## src/hw/rtl/bba_pkg.sv

```systemverilog
// ----------------------------------------------------------------------------
// bba_pkg
// Shared codes, defaults and control bundles of the block bitmap allocator.
// ----------------------------------------------------------------------------
package bba_pkg;

    localparam int BITMAP_BYTES_DEF = 4096;

    // request codes
    localparam logic [2:0] ACT_ONE   = 3'd0;
    localparam logic [2:0] ACT_NEXT  = 3'd1;
    localparam logic [2:0] ACT_EIGHT = 3'd2;
    localparam logic [2:0] ACT_RUN   = 3'd3;
    localparam logic [2:0] ACT_LOAD  = 3'd4;
    localparam logic [2:0] ACT_READ  = 3'd5;
    localparam logic [2:0] ACT_SET   = 3'd6;

    // register indexes
    localparam logic [1:0] REG_NUM_BLOCKS = 2'd0;
    localparam logic [1:0] REG_AG_SHIFT   = 2'd1;
    localparam logic [1:0] REG_NUM_AGS    = 2'd2;

    localparam logic [15:0] NUM_BLOCKS_RST = 16'd0;
    localparam logic [3:0]  AG_SHIFT_RST   = 4'd11;
    localparam logic [12:0] NUM_AGS_RST    = 13'd16;

    typedef struct packed {
        logic accept;
        logic setup;
        logic rd;
        logic step;
        logic phase;
        logic hit;
        logic wr;
        logic wstep;
        logic rbyte;
        logic rlatch;
        logic fin;
    } bba_cmd_t;

    typedef struct packed {
        logic setup_fail;
        logic hit;
        logic last;
        logic phase_b_ok;
        logic wr_last;
        logic idx_ok;
    } bba_stat_t;

endpackage

```

## src/hw/rtl/bba_ctrl.sv

```systemverilog
// ----------------------------------------------------------------------------
// bba_ctrl
// Sequencer of the allocator: setup, byte scan, bitmap update, byte read and result.
// ----------------------------------------------------------------------------
module bba_ctrl
    import bba_pkg::*;
(
    input  logic       clk,
    input  logic       rst_n,
    input  logic       start,
    input  logic [2:0] action,
    input  bba_stat_t  stat,
    output bba_cmd_t   cmd,
    output logic       busy
);

    localparam logic [2:0] ST_IDLE  = 3'd0;
    localparam logic [2:0] ST_SETUP = 3'd1;
    localparam logic [2:0] ST_SRD   = 3'd2;
    localparam logic [2:0] ST_SCHK  = 3'd3;
    localparam logic [2:0] ST_WR    = 3'd4;
    localparam logic [2:0] ST_BRD   = 3'd5;
    localparam logic [2:0] ST_BWT   = 3'd6;
    localparam logic [2:0] ST_FIN   = 3'd7;

    logic [2:0] state_reg;
    logic [2:0] state_next;

    assign busy = (state_reg != ST_IDLE);

    always_comb
    begin
        cmd        = '0;
        state_next = state_reg;
        case (state_reg)
            ST_IDLE:
            begin
                if (start)
                begin
                    cmd.accept = 1'b1;
                    if (action inside {ACT_ONE, ACT_NEXT, ACT_EIGHT, ACT_RUN})
                        state_next = ST_SETUP;
                    else if (action == ACT_READ && stat.idx_ok)
                        state_next = ST_BRD;
                    else
                        state_next = ST_FIN;
                end
            end
            ST_SETUP:
            begin
                cmd.setup  = 1'b1;
                state_next = stat.setup_fail ? ST_FIN : ST_SRD;
            end
            ST_SRD:
            begin
                cmd.rd     = 1'b1;
                state_next = ST_SCHK;
            end
            ST_SCHK:
            begin
                if (stat.hit)
                begin
                    cmd.hit    = 1'b1;
                    state_next = ST_WR;
                end
                else if (stat.last)
                begin
                    if (stat.phase_b_ok)
                    begin
                        cmd.phase  = 1'b1;
                        state_next = ST_SRD;
                    end
                    else
                        state_next = ST_FIN;
                end
                else
                begin
                    cmd.step   = 1'b1;
                    state_next = ST_SRD;
                end
            end
            ST_WR:
            begin
                cmd.wr = 1'b1;
                if (stat.wr_last)
                    state_next = ST_FIN;
                else
                    cmd.wstep = 1'b1;
            end
            ST_BRD:
            begin
                cmd.rbyte  = 1'b1;
                state_next = ST_BWT;
            end
            ST_BWT:
            begin
                cmd.rlatch = 1'b1;
                state_next = ST_FIN;
            end
            ST_FIN:
            begin
                cmd.fin    = 1'b1;
                state_next = ST_IDLE;
            end
            default:
            begin
                state_next = ST_IDLE;
            end
        endcase
    end

    always_ff @(posedge clk or negedge rst_n)
    begin
        if (!rst_n)
            state_reg <= ST_IDLE;
        else
            state_reg <= state_next;
    end

endmodule

```

## config.mk

```make
export PLATFORM = sky130hd
export DESIGN_NAME = bba_ctrl
export DESIGN_NICKNAME = d
export VERILOG_FILES = /design/src/hw/rtl/bba_pkg.sv /design/src/hw/rtl/bba_ctrl.sv
export SDC_FILE = /design/constraint.sdc
export NUM_CORES = 1
export LEC_CHECK = 0
export ABC_AREA = 1
export BUFFER_PORTS_ARGS = -buffer_cell sky130_fd_sc_hd__buf_2
export CAP_MARGIN = 20
export CORE_AREA = 8 8 45 47
export CTS_BUF_LIST = sky130_fd_sc_hd__clkbuf_8
export CTS_CLUSTER_SIZE = 28
export DETAILED_ROUTE_END_ITERATION = 12
export DIE_AREA = 0 0 53 55
export PLACE_DENSITY = 0.52
export SKIP_CTS_REPAIR_TIMING = 1
export SYNTH_ARGS = -nofsm -noshare
export SYNTH_HDL_FRONTEND = slang
export SYNTH_SLANG_ARGS = --single-unit
```

## constraint.sdc

```tcl
create_clock -name clk -period 1.4 [get_ports clk]
set_input_delay 0.14 -clock clk [delete_from_list [all_inputs] [get_ports clk]]
set_output_delay 0.14 -clock clk [all_outputs]
set_load 0.01 [all_outputs]
```

## Word-level counts from Yosys, hierarchy flattened

Index checks and enable logic that the tools add are counted.

- Eq/ne operators: 13
- Muxes and demuxes: 24
- Reductions and logical operators: 6

Operators by type and width:

| kind | count |
|---|---|
| two-way mux 3 bit | 8 |
| case mux 3 bit (8 select lines) | 1 |
| equality test 3 bit (second input constant) | 5 |
| equality test 3 x 2 -> 1 bit (second input constant) | 4 |
| two-way mux 1 bit | 12 |
| equality test 3 x 1 -> 1 bit (second input constant) | 2 |
| logical NOT 3 bit | 2 |
| two-way mux 2 bit | 3 |
| != test 2 bit (second input constant) | 2 |
| nonzero test 4 bit | 1 |
| nonzero test 3 bit | 1 |
| AND reduction 2 bit | 1 |
| logical AND 1 bit | 1 |

- Flip-flop bits (word level): 3
- Input port bits: 12
- Output and inout port bits: 12

## Logic depth before layout (Yosys ltp)

- Word-level depth: 6
- Mapped depth: 7
- Depth with buffers taken out: 7

## Least setup slack after synthesis

OpenSTA, ideal clock, no wires.

- Path type: flip-flop to output port
- Start: register state_reg[0]
- End: output port cmd[6] in the netlist's numbering
- Data arrival time: 0.991 ns
- Setup slack: 0.269 ns
- Stages on the path, launching flop included: 5
- Buffers on the path: 0
- Cell sequence: dfrtp_1 -> nand2_2 -> nor2_2 -> nand2_1 -> nor3b_1

RTL lines:

| element | RTL line | text |
|---|---|---|
| start: declaration | bba_ctrl.sv:26 | `logic [2:0] state_reg;` |
| start signal: assignment | bba_ctrl.sv:117 | `state_reg <= state_next;` |
| end: declaration | bba_ctrl.sv:13 | `output bba_cmd_t cmd,` |

==> metrics.md <==
| Metric | Value |
|---|---|
| IO buf count | 23 |
| Post-Route Setup TNS | 0 ps |
| Yosys top cell by area | dfrtp_1 |
| Total CTS buffers | 3 |
| Final Skew | ~2.4 ps |
| Rows | 14 |
| Finished Layout Cells | 98 |
| Critical path class | flip-flop to output pin |
| Clock transition at path regs | 30 ps |
| Worst-Margin Slew | ~180 ps |
| Cell area after layout | 551.8 µm² |
| Unrepaired setup endpoints after global routing | true |
| Max clock buf depth | 2 |
| Power per cell area | 2032 nW/µm² |
| Critical Path RT | 1260 ps |
| Met1 usage | 0.07915 |
| Area delta synth->final | 86.86% |
| Post-DP HPWL | about 780 µm |
| Most frequent cell after synthesis | nor2_1 |
| DRC errors left | 0 |
| Antenna diodes | 0 |
| Max Cap Viol | 0 |
| Commonest cells in the synthesized netlist | nor2_1, inv_1, nand2_1 |
| I/O pin count | 24 |
| Cell count after synthesis | 48 |
| Max FFs per register | 3 |
| Reg-to-Reg Start | state_reg[0] |
| Register-to-Register Path Depth | 6 |
| Placed cells | 87 |
| Min cycle time layout | 1348 ps |
| Clk_lat worst skew | approximately 210 ps |
| Period utilisation layout | 0.9627 |
| Final nets | 95 |
| Vert. Die Dim | between 50 and 60 µm |
| Clock sinks | 3 |
| Max IR drop VDD | roughly 670 µV |
| DIE AREA | just under 3000 µm² |
| Ys flop type | dfrtp_1 |
| Placed cell area | around 430 µm² |
| Arrival time at the worst endpoint | 1210 ps |
| Fmax | roughly 740 MHz |
| Crit path max fanout | 3 |
| Worst hold path class | primary input to flip-flop |
| CTS H-tree depth | 1 |
| Mapped Nets | 60 |
| Total number of vias | just over 400 |
| Gpl congestion | between 0.6 and 0.7 |
| Hold path depth | 3 |
| Post-Synthesis Mean Instance Area | roughly 6 µm² |
| Asr flop ratio synth | 1.000 |
| Flops & latches, synth | 3 |
| Routed wire per std cell | 10.06 µm |
| WL final | a little under 1 mm |
| Synth area leaders | dfrtp_1, nor2_1, inv_1 |
| Via density | about 4.1 |
| Drt pass-1 iters | 2 |
| Fin. max-slew vios | 0 |
| Hold Startpoint | start |
| Vias in the first global route | ~370 |
| CTS tree | yes |
| Post-DRT Antenna Nets | 0 |
| Number of antenna violations at the first check in global routing | 0 |
| Hold Violations, Final | 0 |
| YS warnings | 0 |
| Core area | roughly 1400 µm² |
| Initial Util | 0.2134 |
| Unique masters post-synth | 16 |
| Status | complete, no violations |
| Post-synthesis sequential area ratio | 0.2542 |
| Synth Cell Area | 295.3 µm² |
| Die Wd | about 53 µm |
| First-pass GRT wire length | approximately 1.5 mm |
| Met2 Use GR | 0.09180 |
| CP Capture Type | output pin |
| Final Util | 0.3987 |
| Met3 Resource Use GR | 0.04011 |
| Type of origin of the critical path | flip-flop |
| Reg2Reg Setup Slack | 240 ps |
| CTS Root Cell | clkbuf_8 |
| Total gr overflow | 0 |
| Layout cells sized above 1 | 0.5610 |
| Final Setup Violations | 0 |
| Leakage | between 0.3 and 0.4 nW |
| Synth top area share | 0.2542 |
| Hold EP | state_reg[2] |
| Gr busiest metal | met2 |
| Hold slack | about 210 ps |
| Iter 0 DRT Violations | 3 |
| Largest net degree at the start of global routing | 8 |
| Reg-to-reg endpoint | state_reg[0] |
| Global Route Usage Sum | 0.06725 |
| EDFF count, synth | 0 |
| Worst slew margin | 0.8788 |
## cell type report
cell class,count,area [µm²]
Fill cell,152,832.0
Inverter,9,37.54
Clock inverter,1,3.754
Sequential cell,3,77.57
Timing Repair Buffer,30,170.2
Tap cell,16,20.02
Multi-Input combinational cell,36,201.4
Clock buffer,3,41.29
## cell families (layout without fill, tap and decap cells)
kind of cell           after synthesis  in the layout  synth area share
AO/OA/AOI/OAI                        3              3           0.07203
flip-flops                           3              3            0.2542
buffers and inverters                9             43            0.1144
AND/OR/NAND/NOR                     33             33            0.5593
## per-stage QoR
| stage | setup WS [ps] | total power [W] |
|---|---|---|
| 4_1_cts | -37.66 | 0.0009762 |
| 6_report | 52.21 | 0.001121 |
| 3_3_place_gp | 192.0 | 0.0007292 |
| 5_1_grt | -24.00 | 0.001222 |
| 3_5_place_dp | 190.2 | 0.0007276 |
| 2_1_floorplan | 269.4 | 0.0005530 |
## layer usage
layer	wire length [µm]	vias up
met2	451	16
li1	-	219
met3	84	0
met4	0	0
met5	0	-
met1	451	169
## report_power, final
group	switching, W	internal [W]	leakage (nW)
Clock	0.0000553	0.000186	0.0269
Sequential	0.0000549	0.000140	0.0326
Combinational	0.000384	0.000301	0.254
## worst max path at each step
stage,start,endpoint
floorplan,state_reg[0],cmd[6]
global placement,state_reg[0],cmd[6]
detailed placement,state_reg[0],cmd[6]
CTS,state_reg[0],cmd[6]
global route,state_reg[0],cmd[6]
finish,state_reg[1],cmd[9]
## worst max-delay path, cell delays in order (launching register included)
cell	delay [ps]
dfrtp_1	380
buf_4	160
buf_4	130
nor3_1	160
buf_2	160
## cell usage in the layout (no fill, tap or decap)
master / synthesis / layout
a21oi_1: 1 / 1
buf_2: 0 / 23
buf_4: 0 / 6
clkbuf_8: 0 / 3
clkinvlp_4: 0 / 1
dfrtp_1: 3 / 1
dfrtp_2: 0 / 2
dlygate4sd3_1: 0 / 1
inv_1: 8 / 7
inv_2: 1 / 2
nand2_1: 8 / 7
nand2_2: 1 / 2
nand3_1: 1 / 1
nand3_4: 1 / 1
nand3b_1: 2 / 2
nand4_1: 1 / 1
nor2_1: 12 / 11
nor2_2: 2 / 3
nor3_1: 4 / 3
nor3_2: 0 / 1
nor3b_2: 0 / 1
o21ai_2: 1 / 1
o21bai_1: 1 / 1
Note: power is estimated with default switching activity, not from simulation.
